### src/hw/rtl/bmpt_pkg.sv
// shared types, constants and helpers for the bus mouse packet tracker
package bmpt_pkg;

	localparam int COORD_BITS_DEF = 12;
	localparam int SUM_W          = 16;
	localparam int DELTA_W        = 14;
	localparam int REG_ADDR_W     = 4;
	localparam int APB_DATA_W     = 32;

	localparam logic [7:0] LEFT_MASK  = 8'h04;
	localparam logic [7:0] RIGHT_MASK = 8'h01;

	localparam logic [12:0] WIDTH_RST  = 13'd640;
	localparam logic [12:0] HEIGHT_RST = 13'd480;
	localparam logic [6:0]  THRESH_RST = 7'd5;
	localparam logic [3:0]  GAIN_RST   = 4'd2;

	typedef enum logic [1:0] {
		REG_WIDTH  = 2'd0,
		REG_HEIGHT = 2'd1,
		REG_THRESH = 2'd2,
		REG_GAIN   = 2'd3
	} reg_idx_t;

	typedef enum logic [1:0] {
		PH_BTN = 2'd0,
		PH_DX  = 2'd1,
		PH_DY  = 2'd2
	} phase_t;

	typedef struct packed {
		logic [12:0] width;
		logic [12:0] height;
		logic [6:0]  thresh;
		logic [3:0]  gain;
	} cfg_t;

	// running sum plus one delta, held inside +/-32767
	function automatic logic [SUM_W-1:0] sat_add(
		input logic [SUM_W-1:0]   acc,
		input logic [DELTA_W-1:0] d
	);
		logic signed [SUM_W:0] s;
		s = $signed({acc[SUM_W-1], acc}) +
			$signed({{(SUM_W+1-DELTA_W){d[DELTA_W-1]}}, d});
		if (s > $signed(17'sd32767)) begin
			return 16'h7fff;
		end else if (s < $signed(-17'sd32767)) begin
			return 16'h8001;
		end else begin
			return s[SUM_W-1:0];
		end
	endfunction

endpackage

### src/hw/rtl/bmpt_cfg.sv
// configuration registers behind the apb port
module bmpt_cfg
	import bmpt_pkg::*;
(
	input  logic                  clk,
	input  logic                  arst_n,
	input  logic                  psel,
	input  logic                  penable,
	input  logic                  pwrite,
	input  logic [REG_ADDR_W-1:0] paddr,
	input  logic [APB_DATA_W-1:0] pwdata,
	output logic [APB_DATA_W-1:0] prdata,
	output logic                  pready,
	output cfg_t                  cfg
);

	cfg_t     cfg_q;
	reg_idx_t idx;
	logic     wr;

	assign idx    = reg_idx_t'(paddr[3:2]);
	assign wr     = psel && penable && pwrite;
	assign pready = 1'b1;
	assign cfg    = cfg_q;

	always_ff @(posedge clk or negedge arst_n) begin
		if (!arst_n) begin
			cfg_q.width  <= WIDTH_RST;
			cfg_q.height <= HEIGHT_RST;
			cfg_q.thresh <= THRESH_RST;
			cfg_q.gain   <= GAIN_RST;
		end else if (wr) begin
			unique case (idx)
				REG_WIDTH:  cfg_q.width  <= pwdata[12:0];
				REG_HEIGHT: cfg_q.height <= pwdata[12:0];
				REG_THRESH: cfg_q.thresh <= pwdata[6:0];
				REG_GAIN:   cfg_q.gain   <= pwdata[3:0];
				default:    cfg_q        <= cfg_q;
			endcase
		end
	end

	always_comb begin
		unique case (idx)
			REG_WIDTH:  prdata = {19'd0, cfg_q.width};
			REG_HEIGHT: prdata = {19'd0, cfg_q.height};
			REG_THRESH: prdata = {25'd0, cfg_q.thresh};
			REG_GAIN:   prdata = {28'd0, cfg_q.gain};
			default:    prdata = '0;
		endcase
	end

endmodule

### src/hw/rtl/bmpt_core.sv
// packet assembly, motion accumulation and cursor update for one byte a cycle while step is high
module bmpt_core
	import bmpt_pkg::*;
#(
	parameter int COORD_BITS = COORD_BITS_DEF
) (
	input  logic                  clk,
	input  logic                  arst_n,
	input  cfg_t                  cfg,
	input  logic                  step,
	input  logic [7:0]            data_byte,
	input  logic                  batch_end,
	output logic                  emit,
	output logic [COORD_BITS-1:0] cursor_x,
	output logic [COORD_BITS-1:0] cursor_y,
	output logic                  left_pressed,
	output logic                  right_pressed
);

	localparam int VW = ((COORD_BITS > SUM_W) ? COORD_BITS : SUM_W) + 2;

	phase_t                phase_q, phase_nxt;
	logic [7:0]            hold0_q, hold1_q;
	logic [SUM_W-1:0]      sum_dx_q, sum_dy_q;
	logic                  pending_q;
	logic [1:0]            last_btn_q;
	logic                  known_q;
	logic [COORD_BITS-1:0] pos_x_q, pos_y_q;

	logic                  pkt, pkt_emit, bend_emit, flush;
	logic [1:0]            btn, out_btn;
	logic signed [8:0]     dx9, dy9, ax9, ay9;
	logic                  accel;
	logic signed [DELTA_W-1:0] gx, gy, dxs, dys;
	logic [SUM_W-1:0]      sx, sy, ux, uy;
	logic [VW-1:0]         hi_x, hi_y;
	logic signed [VW-1:0]  vx, vy;

	// clamp to [0, hi]
	function automatic logic [COORD_BITS-1:0] clamp(
		input logic signed [VW-1:0] v,
		input logic [VW-1:0]        hi
	);
		if (v < 0) begin
			return '0;
		end else if (v > $signed(hi)) begin
			return hi[COORD_BITS-1:0];
		end else begin
			return v[COORD_BITS-1:0];
		end
	endfunction

	// screen size zero acts as one, limit also capped at the coordinate range
	function automatic logic [VW-1:0] limit(input logic [12:0] size);
		logic [VW-1:0] m1;
		logic [VW-1:0] cmax;
		m1   = (size == 13'd0) ? '0 : VW'(size - 13'd1);
		cmax = VW'({COORD_BITS{1'b1}});
		return (m1 < cmax) ? m1 : cmax;
	endfunction

	// phase sequencing
	always_comb begin
		phase_nxt = phase_q;
		unique case (phase_q)
			PH_BTN:  phase_nxt = PH_DX;
			PH_DX:   phase_nxt = PH_DY;
			PH_DY:   phase_nxt = PH_BTN;
			default: phase_nxt = PH_DX;
		endcase
	end

	always_comb begin
		pkt = step && (phase_q == PH_DY);
	end

	// delta decode and acceleration
	assign dx9   = $signed({hold1_q[7], hold1_q});
	assign dy9   = $signed({data_byte[7], data_byte});
	assign ax9   = dx9[8] ? -dx9 : dx9;
	assign ay9   = dy9[8] ? -dy9 : dy9;
	assign accel = (ax9 > $signed({2'b00, cfg.thresh})) ||
		(ay9 > $signed({2'b00, cfg.thresh}));
	assign gx    = dx9 * $signed({1'b0, cfg.gain});
	assign gy    = dy9 * $signed({1'b0, cfg.gain});
	assign dxs   = accel ? gx : DELTA_W'(dx9);
	assign dys   = accel ? gy : DELTA_W'(dy9);
	assign sx    = sat_add(sum_dx_q, dxs);
	assign sy    = sat_add(sum_dy_q, dys);

	assign btn = {(hold0_q & LEFT_MASK) != 8'd0, (hold0_q & RIGHT_MASK) != 8'd0};

	assign pkt_emit  = pkt && (!known_q || (btn != last_btn_q));
	assign bend_emit = step && batch_end && !pkt_emit && (pkt || pending_q);
	assign emit      = pkt_emit || bend_emit;
	assign flush     = emit || (step && batch_end);
	assign out_btn   = pkt_emit ? btn : last_btn_q;

	// motion used for this update includes the packet finishing now
	assign ux = pkt ? sx : sum_dx_q;
	assign uy = pkt ? sy : sum_dy_q;

	assign hi_x = limit(cfg.width);
	assign hi_y = limit(cfg.height);
	assign vx = $signed({{(VW-COORD_BITS){1'b0}}, pos_x_q}) +
		$signed({{(VW-SUM_W){ux[SUM_W-1]}}, ux});
	assign vy = $signed({{(VW-COORD_BITS){1'b0}}, pos_y_q}) -
		$signed({{(VW-SUM_W){uy[SUM_W-1]}}, uy});

	assign cursor_x      = clamp(vx, hi_x);
	assign cursor_y      = clamp(vy, hi_y);
	assign left_pressed  = out_btn[1];
	assign right_pressed = out_btn[0];

	always_ff @(posedge clk or negedge arst_n) begin
		if (!arst_n) begin
			phase_q    <= PH_BTN;
			sum_dx_q   <= '0;
			sum_dy_q   <= '0;
			pending_q  <= 1'b0;
			last_btn_q <= '0;
			known_q    <= 1'b0;
			pos_x_q    <= '0;
			pos_y_q    <= '0;
		end else if (step) begin
			phase_q <= phase_nxt;
			if (flush) begin
				sum_dx_q  <= '0;
				sum_dy_q  <= '0;
				pending_q <= 1'b0;
			end else if (pkt) begin
				sum_dx_q  <= sx;
				sum_dy_q  <= sy;
				pending_q <= 1'b1;
			end
			if (pkt) begin
				last_btn_q <= btn;
				known_q    <= 1'b1;
			end
			if (emit) begin
				pos_x_q <= cursor_x;
				pos_y_q <= cursor_y;
			end
		end
	end

	// packet bytes need no reset
	always_ff @(posedge clk) begin
		if (step && (phase_q != PH_DX) && (phase_q != PH_DY)) begin
			hold0_q <= data_byte;
		end
		if (step && (phase_q == PH_DX)) begin
			hold1_q <= data_byte;
		end
	end

	a_emit_src: assert property (@(posedge clk) disable iff (!arst_n)
		emit |-> step && ((phase_q == PH_DY) || batch_end))
		else $error("update without a packet end or batch end");

	a_known_after_pkt: assert property (@(posedge clk) disable iff (!arst_n)
		pkt |=> known_q)
		else $error("button state not recorded after a packet");

	a_bend_clears: assert property (@(posedge clk) disable iff (!arst_n)
		step && batch_end |=> !pending_q && (sum_dx_q == '0) && (sum_dy_q == '0))
		else $error("motion left over after batch end");

	a_pending_zero: assert property (@(posedge clk) disable iff (!arst_n)
		!pending_q |-> (sum_dx_q == '0) && (sum_dy_q == '0))
		else $error("motion accumulated without pending flag");

endmodule

### src/hw/rtl/bus_mouse_packet_tracker.sv
// top level: byte stream in, cursor updates out, apb configuration
//
// channel   dir  handshake                  payload
// s_axis    in   s_axis_tvalid/tready       tdata[7:0] data_byte, tlast batch_end
// m_axis    out  m_axis_tvalid/tready       tdata cursor_x, cursor_y, left, right
// apb       in   psel/penable/pwrite/pready width, height, threshold, gain
//
// one byte per cycle while the result register is free or being taken: a request goes into the
// input register, then the core works it and, when it emits an update, loads the result register
// asynchronous active-low reset; no clearing pass is needed
// a held result that is not taken stalls the input register
module bus_mouse_packet_tracker
	import bmpt_pkg::*;
#(
	parameter int COORD_BITS = COORD_BITS_DEF,
	localparam int OUT_BITS  = 2 * COORD_BITS + 2,
	localparam int TDATA_W   = ((OUT_BITS + 7) / 8) * 8
) (
	input  logic                  clk,
	input  logic                  arst_n,
	input  logic                  psel,
	input  logic                  penable,
	input  logic                  pwrite,
	input  logic [REG_ADDR_W-1:0] paddr,
	input  logic [APB_DATA_W-1:0] pwdata,
	output logic [APB_DATA_W-1:0] prdata,
	output logic                  pready,
	input  logic                  s_axis_tvalid,
	output logic                  s_axis_tready,
	input  logic [7:0]            s_axis_tdata,   // data_byte
	input  logic                  s_axis_tlast,
	output logic                  m_axis_tvalid,
	input  logic                  m_axis_tready,
	output logic [TDATA_W-1:0]    m_axis_tdata    // cursor_x, cursor_y, left, right, zero fill
);

	cfg_t                  cfg;
	logic                  valid_s1;
	logic [7:0]            byte_s1;
	logic                  bend_s1;
	logic                  step, emit, advance;
	logic [COORD_BITS-1:0] cx, cy;
	logic                  lp, rp;
	logic                  out_valid_q;
	logic [OUT_BITS-1:0]   out_data_q;

	bmpt_cfg u_cfg (
		.clk     (clk),
		.arst_n  (arst_n),
		.psel    (psel),
		.penable (penable),
		.pwrite  (pwrite),
		.paddr   (paddr),
		.pwdata  (pwdata),
		.prdata  (prdata),
		.pready  (pready),
		.cfg     (cfg)
	);

	bmpt_core #(
		.COORD_BITS (COORD_BITS)
	) u_core (
		.clk           (clk),
		.arst_n        (arst_n),
		.cfg           (cfg),
		.step          (step),
		.data_byte     (byte_s1),
		.batch_end     (bend_s1),
		.emit          (emit),
		.cursor_x      (cx),
		.cursor_y      (cy),
		.left_pressed  (lp),
		.right_pressed (rp)
	);

	// a byte moves on only when the result register is free or being taken
	assign advance       = !out_valid_q || m_axis_tready;
	assign step          = valid_s1 && advance;
	assign s_axis_tready = !valid_s1 || advance;

	always_ff @(posedge clk or negedge arst_n) begin
		if (!arst_n) begin
			valid_s1 <= 1'b0;
		end else if (s_axis_tready) begin
			valid_s1 <= s_axis_tvalid;
		end
	end

	always_ff @(posedge clk) begin
		if (s_axis_tready && s_axis_tvalid) begin
			byte_s1 <= s_axis_tdata;
			bend_s1 <= s_axis_tlast;
		end
	end

	always_ff @(posedge clk or negedge arst_n) begin
		if (!arst_n) begin
			out_valid_q <= 1'b0;
		end else if (step && emit) begin
			out_valid_q <= 1'b1;
		end else if (m_axis_tready) begin
			out_valid_q <= 1'b0;
		end
	end

	always_ff @(posedge clk) begin
		if (step && emit) begin
			out_data_q <= {rp, lp, cy, cx};
		end
	end

	assign m_axis_tvalid = out_valid_q;
	assign m_axis_tdata  = TDATA_W'(out_data_q);

endmodule

### config.mk
export PLATFORM = sky130hd
export DESIGN_NAME = bus_mouse_packet_tracker
export DESIGN_NICKNAME = d
export VERILOG_FILES = /design/src/hw/rtl/bmpt_pkg.sv /design/src/hw/rtl/bmpt_cfg.sv /design/src/hw/rtl/bmpt_core.sv /design/src/hw/rtl/bus_mouse_packet_tracker.sv
export SDC_FILE = /design/constraint.sdc
export NUM_CORES = 1
export LEC_CHECK = 0
export BUFFER_PORTS_ARGS = -buffer_cell sky130_fd_sc_hd__buf_2
export CORE_MARGIN = 4
export CORE_UTILIZATION = 59
export DETAILED_ROUTE_END_ITERATION = 12
export PLACE_DENSITY_LB_ADDON = 0.15
export SETUP_SLACK_MARGIN = 0.02
export SLEW_MARGIN = 15
export SYNTH_ARGS = -nofsm -noshare
export SYNTH_HDL_FRONTEND = slang
export SYNTH_SLANG_ARGS = --single-unit
### constraint.sdc
create_clock -name clk -period 18.2 [get_ports clk]
set_input_delay 2.73 -clock clk [delete_from_list [all_inputs] [get_ports clk]]
set_output_delay 2.73 -clock clk [all_outputs]
set_load 0.01 [all_outputs]
Word level (Yosys, flattened, before mapping)
Cells that the tools add are included.
{"block": "classes", "n_div": 0, "eq_ne": 8, "order_cmp": 12, "multipliers": 2, "add_sub_neg": 8, "muxes": 27, "n_bitwise": 0, "n_reduce_logical": 36, "n_shift": 0}
{"cell": "2-to-1 mux 16 bit", "n": 8}
{"cell": "case mux 32 bit (4 select lines)", "n": 1}
{"cell": "2-to-1 mux 18 bit", "n": 4}
{"cell": "2-to-1 mux 12 bit", "n": 4}
{"cell": "> comparator 17 x 18 -> 1 bit", "n": 2}
{"cell": "less-than comparator 18 x 12 -> 1 bit, second input constant", "n": 2}
{"cell": "adder 16 x 14 -> 17 bit", "n": 2}
{"cell": "> comparator 17 x 16 -> 1 bit, second input constant", "n": 2}
{"cell": "less-than comparator 17 x 1 -> 1 bit, second input constant", "n": 2}
{"cell": "less-than comparator 17 x 16 -> 1 bit, second input constant", "n": 2}
{"cell": "2-to-1 mux 14 bit", "n": 2}
{"cell": "subtractor 13 x 1 -> 14 bit, second input constant", "n": 2}
{"cell": "logical NOT 13 bit", "n": 2}
{"cell": "multiplier 8 x 5 -> 13 bit", "n": 2}
{"cell": "> comparator 9 x 8 -> 1 bit", "n": 2}
{"cell": "2-to-1 mux 9 bit", "n": 2}
{"cell": "negator 8 -> 9 bit", "n": 2}
{"cell": "adder 13 x 16 -> 17 bit", "n": 1}
{"cell": "subtractor 13 x 16 -> 17 bit", "n": 1}
{"cell": "AND reduction 2 bit", "n": 7}
{"cell": "logical AND 1 bit", "n": 13}
{"cell": "logical OR 1 bit", "n": 7}
{"cell": "equality test 2 bit, second input constant", "n": 3}
{"cell": "equality test 2 x 1 -> 1 bit, second input constant", "n": 2}
{"cell": "other kinds (9)", "n": 16}
{"block": "totals", "regBits": 147, "wordCells": 112, "mem_count": 0, "output_inout_bits": 67, "latchBits": 0, "mem_bits_rw": 0, "romBits": 0}

Depth between registers and ports, before layout
Gate-level depths: netlist (run 1).
{"block": "logic_depth", "ltp_word": 14, "depth_mapped": 55}

Hierarchy
Synthesis (run 1) repeated with hierarchy kept, for this count alone.
{"block": "unflattened", "hier_cells": 1656, "hier_area_um2": 14641.5}
{"module": "bmpt_core", "n_inst": 1, "seq_area_each_um2": 1851.8, "cells_each": 1467, "area_each_um2": 11549.8}
{"module": "bmpt_cfg", "n_inst": 1, "seq_area_each_um2": 937.1, "cells_each": 137, "area_each_um2": 1880.6}
{"module": "bus_mouse_packet_tracker", "n_inst": 1, "seq_area_each_um2": 1101.1, "cells_each": 52, "area_each_um2": 1211.2}

Least setup slack after synthesis (run 1)
Ideal clock, no wire load.
{"block": "synth_path", "path_kind": "register -> register", "startpoint": "register u_cfg.cfg_q, in the netlist u_cfg.cfg[2]", "endpoint": "register out_data_q[22] (data pin)", "stages_incl_launch_ff": 51, "path_buffers": 5, "arrival_time_ns": 10.213, "path_slack_ns": 7.733, "cell_sequence": "dfrtp_1 clkbuf_1 and2_1 ha_1 inv_1 fa_1 inv_1 fa_1 ha_1 a21oi_1 nor2_1 nor2_1 o21bai_1 a21oi_1 o21bai_1 a21oi_1 o21bai_1 a21oi_1 [... 15 more ...] nor3_1 o221ai_1 a311oi_1 or3_1 and2_1 ha_1 a21o_1 a21oi_1 nor2b_1 o21ai_0 nand2b_1 a221oi_1 a41o_1 clkbuf_1 clkbuf_1 nor2_1 a21o_1 nor2b_1"}
{"block": "synth_between", "elab_chain_cells": 11, "word_cells_on_any_way": 13}
{"item": "from (decl)", "line": "bmpt_cfg.sv:17", "source": "cfg_t cfg_q;"}
{"item": "from (signal assigned)", "line": "bmpt_cfg.sv:38", "source": "default: cfg_q <= cfg_q;"}
{"item": "multiplier 8 x 5 -> 13 bit (*)", "line": "bmpt_core.sv:85", "source": "assign gy = dy9 * $signed({1'b0, cfg.gain});"}
{"item": "2-to-1 mux 14 bit (*)", "line": "bmpt_core.sv:87", "source": "assign dys = accel ? gy : DELTA_W'(dy9);"}
{"item": "adder 16 x 14 -> 17 bit (*)", "line": "bmpt_pkg.sv:44", "source": "s = $signed({acc[SUM_W-1], acc}) +"}
{"item": "less-than comparator 17 x 16 -> 1 bit", "line": "bmpt_pkg.sv:48", "source": "end else if (s < $signed(-17'sd32767)) begin"}
{"item": "2-to-1 mux 16 bit", "line": "bmpt_pkg.sv:48"}
{"item": "2-to-1 mux 16 bit (*)", "line": "bmpt_pkg.sv:46", "source": "if (s > $signed(17'sd32767)) begin"}
{"item": "2-to-1 mux 16 bit (*)"}
{"item": "subtractor 13 x 16 -> 17 bit (*)", "line": "bmpt_core.sv:107", "source": "assign vy = $signed({{(VW-COORD_BITS){1'b0}}, pos_y_q}) -"}
{"item": "> comparator 17 x 18 -> 1 bit", "line": "bmpt_core.sv:46", "source": "end else if (v > $signed(hi)) begin"}
{"item": "2-to-1 mux 12 bit", "line": "bmpt_core.sv:46"}
{"item": "2-to-1 mux 12 bit (*)", "line": "bmpt_core.sv:44", "source": "if (v < 0) begin"}
{"item": "via cy[10]", "line": "bus_mouse_packet_tracker.sv:42", "source": "logic [COORD_BITS-1:0] cx, cy;"}
{"item": "to (signal assigned)", "line": "bus_mouse_packet_tracker.sv:108", "source": "out_data_q <= {rp, lp, cy, cx};"}
{"item": "to (decl)", "line": "bus_mouse_packet_tracker.sv:45", "source": "logic [OUT_BITS-1:0] out_data_q;"}
Mark *: on every way through the listed nets, which the timed path passes. The rest lies on a longest branch.
A chain may end at the register's enable or synchronous reset.

Worst setup path in the final report (run 1)
{"block": "layout_path", "startpoint": "register u_cfg.cfg_q, in the netlist u_cfg.cfg[2]", "endpoint": "register u_core.pos_y_q[5]"}
{"block": "layout_between", "elab_chain_cells": 11, "word_cells_on_any_way": 13}
{"item": "multiplier 8 x 5 -> 13 bit (*)", "line": "bmpt_core.sv:85"}
{"item": "2-to-1 mux 14 bit (*)", "line": "bmpt_core.sv:87"}
{"item": "adder 16 x 14 -> 17 bit (*)", "line": "bmpt_pkg.sv:44"}
{"item": "less-than comparator 17 x 16 -> 1 bit", "line": "bmpt_pkg.sv:48"}
{"item": "2-to-1 mux 16 bit", "line": "bmpt_pkg.sv:48"}
{"item": "2-to-1 mux 16 bit (*)", "line": "bmpt_pkg.sv:46"}
{"item": "2-to-1 mux 16 bit (*)"}
{"item": "subtractor 13 x 16 -> 17 bit (*)", "line": "bmpt_core.sv:107"}
{"item": "> comparator 17 x 18 -> 1 bit", "line": "bmpt_core.sv:46"}
{"item": "2-to-1 mux 12 bit", "line": "bmpt_core.sv:46"}
{"item": "2-to-1 mux 12 bit (*)", "line": "bmpt_core.sv:44"}
{"item": "via cy[5]", "line": "bus_mouse_packet_tracker.sv:42"}
{"item": "to (signal assigned)", "line": "bmpt_core.sv:142", "source": "pos_y_q <= cursor_y;"}
{"item": "to (decl)", "line": "bmpt_core.sv:28", "source": "logic [COORD_BITS-1:0] pos_x_q, pos_y_q;"}
Marks and branches as above.

==> out/results.txt, run 1 <==
Setup skew after layout - 0.0140 ns
Maximum single-stage delay on the critical path - 0.64 ns
Detailed placer's ending HPWL - 25400 um
Post-synth cell types - 78
Average footprint of a synthesized cell - 8.97 um^2
Drt total wl - 32700 um
Leading post-synthesis cells by cell area - sky130_fd_sc_hd__dfrtp_1 (17%), sky130_fd_sc_hd__ha_1 (14%), sky130_fd_sc_hd__edfxtp_1 (9.7%), sky130_fd_sc_hd__fa_1 (5.5%), sky130_fd_sc_hd__xnor2_1 (4.9%)
Final cell utilization of the core - 65.5%
Area share of the leading cell type in the synthesized netlist - 16.6%
Share of post-route cells with drive strength above 1 - 12.1%
Number of rows in the core area - 55
Input/output buffers - 71
Synthesis-to-layout area growth - 8.08%
Antenna cell count - 0
Count of final hold-check violations - 0
Number of fillers in the final layout - 1947
Cts repair resizes - 0
Largest net degree at the start of global routing - 73
Placement-stage worst setup slack - 6.25 ns
Kind of end point of the critical path - flop
Critical Path Most Common Cell - sky130_fd_sc_hd__a21oi_1
Worst r2r dst - u_core.pos_y_q[5]
Count of vias placed by the detailed router - 11100
Destination of the worst hold path - u_core.pos_y_q[9]
Number of detailed-routing iterations run before antenna repair - 5
Final antenna-violating net count - 0
Number of buffers created by CTS - 17
Setup violations, final - 0
Dominant delay contributor by cell family on the critical path - compound AO/OA/AOI/OAI gates
Largest area contributor in the synthesized netlist - sky130_fd_sc_hd__dfrtp_1
Portion of the clock cycle consumed by the worst path in the final layout - 66.7%
Most numerous cell types in the synthesized netlist - sky130_fd_sc_hd__ha_1 (156), sky130_fd_sc_hd__inv_1 (133), sky130_fd_sc_hd__nand2_1 (116)
Footprint of the multi-input gates - 0.00920 mm^2
Clk sinks - 146
Design Area, Final - 0.0150 mm^2
Post-layout net count - 1836
Overall fraction of global-route tracks in use - 25.5%
Time the final worst path needs with I/O delays and setup - 12.14 ns
Detailed Route Iter0 Violations - 660
Buffer levels on the longest clock path - 2
Number of cells traversed by the worst register-to-register path - 46
Storage element area - 0.00389 mm^2
Unrepaired setup endpoints after global routing - false
Number of synthesis warnings - 0
Buffers & Inverters on Critical Path - 2
Syn Inst Count - 1547
Fraction of registers with async set or reset after synthesis - 69.2%
Max Fclk - 82.4 MHz
Vias in the first global route - 10800
Total Die Area - 0.0260 mm^2
Most used standard cell by instance count after synthesis - sky130_fd_sc_hd__ha_1
Die width - 161 um
Cell area after placement - 0.0144 mm^2
Clock latency at the later pin of the worst-skew pair - 0.44 ns
Number of pins with negative max-slew slack in the final report - 0
Type of the most critical hold path - reg -> reg
Critical Path AT - 12.51 ns
Clock tree from TritonCTS - yes
Smallest setup slack after layout - 6.06 ns
Reg-to-reg startpoint - u_cfg.cfg[2]
Remaining global-route overflow - 0
Run status - completed
Sequential element share of the synthesized area - 28.0%
Cell area after technology mapping - 0.0139 mm^2
Worst Setup Path Type - reg -> reg
Number of synthesized register bits - 146
Final setup TNS - 0 ns
Relative slew slack - 18.8%
Root Buffer Master - sky130_fd_sc_hd__clkbuf_16
Number of post-CTS setup repair buffers - 0
Post-synth EDFFs - 45
Routed length per instance - 17.1 um
Number of buffers inserted by hold repair at cts - 0
Final weighted congestion in routability-driven placement - 0.953
Most used flip-flop cell after synthesis - sky130_fd_sc_hd__dfrtp_1
Total DRC errors in the routed layout - 0
Total core area - 0.0229 mm^2
Vias per cell - 5.82
Number of violations of the max-capacitance limit - 0
Clock input transition at the sequential cells of the worst setup and hold paths - 0.08 ns
Launching instance or port of the critical path - u_cfg.cfg[2]
Origin of the worst min-delay path - u_core.pos_y_q[9]
Initial antenna violation count - 0
Wire length of the first global-routing pass - 54100 um
I/O pin total - 119
Depth of the worst hold-timing path - 2
CP max FO - 20
Starting Density - 60.6%
Required time of the critical path - 18.58 ns
Slowest stage cell on the critical path - sky130_fd_sc_hd__dfrtp_1
Total number of H-tree levels - 4
Startpoint Class - flop
Worst R2R Setup Slack - 6.06 ns
Die height - 161 um
Worst-margin pin slew - 1.21 ns
-- state kept, by name, summed over array words and instances (netlist names) --
name               count
bend_s1                1
byte_s1                8
m_axis_tvalid          1
out_data_q            26
u_cfg.cfg             37
u_core.hold0_q         2
u_core.hold1_q         8
u_core.known_q         1
u_core.last_btn_q      2
u_core.pending_q       1
u_core.phase_q         2
u_core.pos_x_q        12
u_core.pos_y_q        12
u_core.sum_dx_q       16
u_core.sum_dy_q       16
valid_s1               1
-- how the worst max path moves through the flow --
stage,to,cells after the start
floorplan,out_data_q[22],50
global placement,u_core.pos_y_q[5],46
detailed placement,u_core.pos_y_q[5],46
CTS,u_core.pos_y_q[5],47
global route,u_core.pos_y_q[5],46
finish,u_core.pos_y_q[5],46
-- worst min-delay path, stage by stage (launching register included) --
cell	delay, ns
sky130_fd_sc_hd__dfrtp_1	0.35
sky130_fd_sc_hd__nand2_1	0.05
sky130_fd_sc_hd__o31ai_1	0.05
-- cell usage in the layout, fill, tap and decap left out, types with 11 or more instances in the layout --
cell type,count
sky130_fd_sc_hd__a21o_1,29
sky130_fd_sc_hd__a21oi_1,92
sky130_fd_sc_hd__a31oi_1,11
sky130_fd_sc_hd__and2_1,55
sky130_fd_sc_hd__buf_2,70
sky130_fd_sc_hd__clkbuf_16,17
sky130_fd_sc_hd__conb_1,34
sky130_fd_sc_hd__dfrtp_1,92
sky130_fd_sc_hd__edfxtp_1,45
sky130_fd_sc_hd__fa_1,38
sky130_fd_sc_hd__ha_1,156
sky130_fd_sc_hd__inv_1,133
sky130_fd_sc_hd__mux2_2,46
sky130_fd_sc_hd__mux2i_1,22
sky130_fd_sc_hd__nand2_1,116
sky130_fd_sc_hd__nand2b_1,16
sky130_fd_sc_hd__nand3_1,20
sky130_fd_sc_hd__nand4_1,16
sky130_fd_sc_hd__nor2_1,113
sky130_fd_sc_hd__nor2b_1,24
sky130_fd_sc_hd__nor3_1,18
sky130_fd_sc_hd__o211ai_1,11
sky130_fd_sc_hd__o21a_1,26
sky130_fd_sc_hd__o21ai_0,93
sky130_fd_sc_hd__o21bai_1,15
sky130_fd_sc_hd__o22ai_1,13
sky130_fd_sc_hd__o31ai_1,23
sky130_fd_sc_hd__xnor2_1,78
sky130_fd_sc_hd__xor2_1,24
-- metal layers --
layer / wire length, um / GRT usage, % / vias to the layer above
met5: 0 / 0 / -
met4: 1010 / 8.34 / 0
met3: 1320 / 3.57 / 51
met1: 14900 / 34.7 / 5392
met2: 15500 / 42.2 / 222
li1: - / - / 5477
-- cell type report --
class,instances,area share (%)
Clock inverter,15,1.19
Multi-Input combinational cell,1212,61.3
Sequential cell,146,25.9
Inverter,134,3.35
Clock buffer,17,2.84
Tap cell,313,2.61
Timing Repair Buffer,79,2.79
-- cell families (layout without fill, tap and decap cells) --
group           count (synthesis)  in the layout  share of synthesized area [%]
other cells                     2             34                         0.0541
xor+xnor                      102            102                           6.44
simple gates                  427            427                           15.0
buf+inv                       221            245                           6.82
compound gates                380            380                           17.9
fa+ha+maj                     197            197                           19.8
mux                            72             72                           5.97
flops                         146            146                           28.0
-- through the flow --
step	hold WS, ns	instances
after global placement	0.456	1884
after CTS	0.495	1916
after floorplan	0.424	1579
final	0.492	1916
after detailed placement	0.479	1884
after global routing	0.512	1916
Power of run 1 is not shown: default switching activity piles up to over one toggle a cycle in this logic, so the estimate is an artifact.
==> run 2: changes to the inputs <==
==> constraint.sdc (replaced) <==
create_clock -name clk -period 12.4 [get_ports clk]
set_input_delay 1.86 -clock clk [delete_from_list [all_inputs] [get_ports clk]]
set_output_delay 1.86 -clock clk [all_outputs]
set_load 0.01 [all_outputs]
==> run 2 against run 1 <==
Cell area is 0.60% higher; sequential share of layout area is 0.15 points lower; non-clock buffer count is 9 higher; die area stayed put; core utilization is 0.39 points higher; final cell count is 0.47% higher; first-iteration DRC count is 11% higher; clock skew is 0.0028 ns higher; hold slack worse by 0.013 ns; flip-flop and latch count stayed put; global-route usage is 0.35 points lower; clock-buffer cell count stayed put; critical path type unchanged; highest routed layer unchanged.
==> out/results.txt, run 2 (synthesis results as in run 1) <==
Antenna cell count - 0
Placement-stage worst setup slack - 0.686 ns
Required time of the critical path - 12.71 ns
Setup violations, final - 0
Drt total wl - 32300 um
Met3 usage - 3.16%
I/O pin total - 119
Most common library cell in the layout ignoring fill and taps - sky130_fd_sc_hd__ha_1
Worst r2r dst - u_core.pos_y_q[11]
Number of placed cells counting well taps - 1891
Die height - 161 um
Max Fclk - 87.2 MHz
Clock tree from TritonCTS - yes
Buffer levels on the longest clock path - 2
Largest net degree at the start of global routing - 74
Maximum single-stage delay on the critical path - 0.53 ns
Total core area - 0.0229 mm^2
Root Buffer Master - sky130_fd_sc_hd__clkbuf_16
Synthesis-to-layout area growth - 8.73%
Final setup TNS - 0 ns
Met2 layer usage reported by global route - 41.7%
Final non-filler cell total - 1925
Most frequent cells in the layout - sky130_fd_sc_hd__ha_1 (156), sky130_fd_sc_hd__inv_1 (133), sky130_fd_sc_hd__nand2_1 (116)
Worst R2R Setup Slack - 0.93 ns
Type of the most critical hold path - reg -> reg
Dominant delay contributor by cell family on the critical path - compound AO/OA/AOI/OAI gates
Smallest setup slack after layout - 0.928 ns
Kind of end point of the critical path - flop
Clk sinks - 146
Reg-to-reg startpoint - u_cfg.cfg[2]
Number of pins with negative max-slew slack in the final report - 0
Post-layout net count - 1845
Remaining global-route overflow - 0
Total DRC errors in the routed layout - 0
CP max FO - 13
Wire length of the first global-routing pass - 53500 um
Final antenna-violating net count - 0
Number of buffers inserted by hold repair at cts - 0
Number of rows in the core area - 55
Number of buffers created by CTS - 17
Total Die Area - 0.0260 mm^2
Buffers & Inverters on Critical Path - 7
Number of flip-flops in the largest register - 37
Share of post-route cells with drive strength above 1 - 12.8%
Setup skew after layout - 0.0167 ns
Routed length per instance - 16.8 um
Critical Path AT - 11.78 ns
Startpoint Class - flop
Portion of the clock cycle consumed by the worst path in the final layout - 92.5%
Time the final worst path needs with I/O delays and setup - 11.47 ns
Starting Density - 60.6%
Detailed placer's ending HPWL - 25300 um
Final weighted congestion in routability-driven placement - 0.956
Number of cells traversed by the worst register-to-register path - 52
Initial antenna violation count - 0
Number of detailed-routing iterations run before antenna repair - 5
Vias in the first global route - 10900
Worst-margin pin slew - 1.10 ns
Number of violations of the max-capacitance limit - 0
CP Depth - 52
Count of final hold-check violations - 0
Unrepaired setup endpoints after global routing - false
Input/output buffers - 71
Worst Setup Path Type - reg -> reg
Detailed Route Iter0 Violations - 735
Overall fraction of global-route tracks in use - 25.1%
Total number of H-tree levels - 4
Endpoint of the most critical setup path - u_core.pos_y_q[11]
Global routing's busiest layer - met2
Met1 track utilization from global routing - 34.3%
Relative slew slack - 26.9%
Launching instance or port of the critical path - u_cfg.cfg[2]
Vias per cell - 5.78
Clock latency at the later pin of the worst-skew pair - 0.44 ns
Slowest stage cell on the critical path - sky130_fd_sc_hd__fa_1
Count of vias placed by the detailed router - 11100
Run status - completed
Worst Hold Margin - 0.479 ns
Die width - 161 um
Clock input transition at the sequential cells of the worst setup and hold paths - 0.08 ns
[run 2: area by class of cell]
class                           count  area [um^2]
Tap cell                          313          392
Multi-Input combinational cell   1212         9210
Sequential cell                   146         3890
Fill cell                        1934         7820
Timing Repair Buffer               88          485
Clock inverter                     15          188
Clock buffer                       17          425
Inverter                          134          503
[run 2: per-layer routing]
layer | vias to the layer above | wire length, um
li1 | 5508 | -
met1 | 5342 | 15000
met2 | 234 | 15100
met3 | 43 | 1270
met4 | 0 | 907
met5 | - | 0
[run 2: repair_timing]
action,4_1_cts,5_1_grt
endpoints found under the hold margin,0,0
gates resized for setup,0,4
setup buffers,0,2
setup endpoints to repair,0,31
[run 2: worst min path at each step]
stage / start / end / slack, ns / cells after the start
5_1_grt: u_core.known_q / u_core.known_q / 0.49 / 1
3_5_place_dp: u_core.known_q / u_core.known_q / 0.46 / 1
6_report: u_core.known_q / u_core.known_q / 0.48 / 1
3_3_place_gp: u_core.known_q / u_core.known_q / 0.46 / 1
4_1_cts: u_core.known_q / u_core.known_q / 0.48 / 1
2_1_floorplan: byte_s1[3] / u_core.hold1_q[3] / 0.42 / 0
[run 2: through the flow]
stage	cell area [um^2]	utilization [%]
finish	15100	65.9
global route	15100	65.9
CTS	15100	65.7
detailed placement	14400	63.0
global placement	14400	63.0
floorplan	14000	-
Power of run 2 is left out for the same reason.
==> run 3: changes to the inputs <==
--- a/config.mk
+++ b/config.mk
@@ -7,8 +7,9 @@
 export LEC_CHECK = 0
 export BUFFER_PORTS_ARGS = -buffer_cell sky130_fd_sc_hd__buf_2
 export CORE_MARGIN = 4
-export CORE_UTILIZATION = 59
+export CORE_UTILIZATION = 55
 export DETAILED_ROUTE_END_ITERATION = 12
+export MAX_ROUTING_LAYER = met4
 export PLACE_DENSITY_LB_ADDON = 0.15
 export SETUP_SLACK_MARGIN = 0.02
 export SLEW_MARGIN = 15
==> run 3 against run 2 <==
Final cell count is 0.68% higher; clock skew fell by 0.0011 ns; maximum frequency rose by 0.68%; clock-buffer cell count rose by 1; core utilization down 4.4 points; wire length is 1.8% higher; critical path type unchanged.
==> out/results.txt, run 3 (synthesis results as in run 1) <==
Critical Path Most Common Cell - sky130_fd_sc_hd__a21oi_1
Number of rows in the core area - 57
Time the final worst path needs with I/O delays and setup - 11.39 ns
Worst-margin pin slew - 1.07 ns
Clock latency at the later pin of the worst-skew pair - 0.43 ns
Most common library cell in the layout ignoring fill and taps - sky130_fd_sc_hd__ha_1
Unrepaired setup endpoints after global routing - false
Die height - 167 um
Clock tree from TritonCTS - yes
Final weighted congestion in routability-driven placement - 0.942
Remaining global-route overflow - 0
Synthesis-to-layout area growth - 8.91%
I/O pin total - 119
Slowest stage cell on the critical path - sky130_fd_sc_hd__dfrtp_2
Largest net degree at the start of global routing - 70
Footprint of the multi-input gates - 0.00921 mm^2
Number of pins with negative max-slew slack in the final report - 0
Maximum single-stage delay on the critical path - 0.55 ns
Setup skew after layout - 0.0157 ns
Drt total wl - 32800 um
Post-layout net count - 1847
Storage element area - 0.00389 mm^2
Starting Density - 56.4%
Routed length per instance - 16.9 um
Number of violations of the max-capacitance limit - 0
Run status - completed
Input/output buffers - 71
Critical Path AT - 11.71 ns
Required time of the critical path - 12.71 ns
Number of flip-flops in the largest register - 37
Total Die Area - 0.0278 mm^2
Most frequent cells in the layout - sky130_fd_sc_hd__ha_1 (156), sky130_fd_sc_hd__inv_1 (133), sky130_fd_sc_hd__nand2_1 (116)
Kind of end point of the critical path - flop
Max Fclk - 87.8 MHz
Total DRC errors in the routed layout - 0
Worst Setup Path Type - reg -> reg
Total core area - 0.0246 mm^2
Share of post-route cells with drive strength above 1 - 13.0%
Clk sinks - 146
Portion of the clock cycle consumed by the worst path in the final layout - 91.9%
Wire length of the first global-routing pass - 54100 um
Clock input transition at the sequential cells of the worst setup and hold paths - 0.08 ns
Vias per cell - 5.73
CP max FO - 18
Final setup TNS - 0 ns
Setup violations, final - 0
Number of buffers inserted by hold repair at cts - 0
Count of vias placed by the detailed router - 11100
Smallest setup slack after layout - 1.01 ns
Final antenna-violating net count - 0
Initial antenna violation count - 0
Vias in the first global route - 10800
Number of fillers in the final layout - 2185
Die width - 167 um
Detailed Route Iter0 Violations - 708
Total number of H-tree levels - 4
Relative slew slack - 28.8%
Number of detailed-routing iterations run before antenna repair - 5
Placement-stage worst setup slack - 0.533 ns
Final cell utilization of the core - 61.4%
Overall fraction of global-route tracks in use - 24.4%
Final non-filler cell total - 1938
Detailed placer's ending HPWL - 25500 um
Startpoint Class - flop
Number of buffers created by CTS - 17
Count of final hold-check violations - 0
Root Buffer Master - sky130_fd_sc_hd__clkbuf_16
Number of placed cells counting well taps - 1903
Buffer levels on the longest clock path - 2
Antenna cell count - 0
Type of the most critical hold path - reg -> reg
[run 3: cell count changes in the layout (fill, tap and decap cells not counted), sizes merged]
cell and change:
buf +2, clkinvlp +1, bufinv -1, inv -1, clkbuf +1
[run 3: critical path, delay by kind of cell (launching register included)]
kind	cells	cell delay [ns]
compound gates	24	5.49
xor+xnor	2	0.33
fa+ha+maj	7	2.64
buf+inv	4	0.41
flops	1	0.55
mux	2	0.51
simple gates	8	1.36
[run 3: layer usage]
layer / track usage [%] / part of all wire [%]
met1: 33.2 / 47
met2: 38.6 / 46
met3: 3.15 / 3.9
met4: 6.58 / 2.2
met5: - / 0
[run 3: layout make-up]
class | instances | share of cell area, %
flip-flops and latches | 146 | 25.7
multi-input cells | 1212 | 60.9
clock buffers | 18 | 2.98
clock inverters | 14 | 1.03
well taps | 324 | 2.68
inverters | 134 | 3.33
repair buffers | 90 | 3.31
[run 3: final timing paths]
path,start,slack [ns],depth (start not counted),endpoint
max in group asynchronous,arst_n,9.75,2,u_core.sum_dx_q[7]
worst max-delay path,u_cfg.cfg[2],1.01,47,u_core.pos_y_q[6]
worst max register to register,u_cfg.cfg[2],1.01,47,u_core.pos_y_q[6]
worst min-delay path,u_core.known_q,0.47,1,u_core.known_q
worst min register to register,u_core.known_q,0.47,1,u_core.known_q
min in group asynchronous,arst_n,1.37,1,u_cfg.cfg[28]
[run 3: through the flow]
step	area, um^2	hold WS, ns
finish	15100	0.468
global route	15100	0.504
CTS	15100	0.472
detailed placement	14500	0.456
global placement	14500	0.453
floorplan	14000	0.424
[run 3: repair_timing]
item	in CTS	in global routing
buffers inserted	0	3
setup endpoints to repair	0	48
gates resized for setup	0	8
Power of run 3 is left out for the same reason.
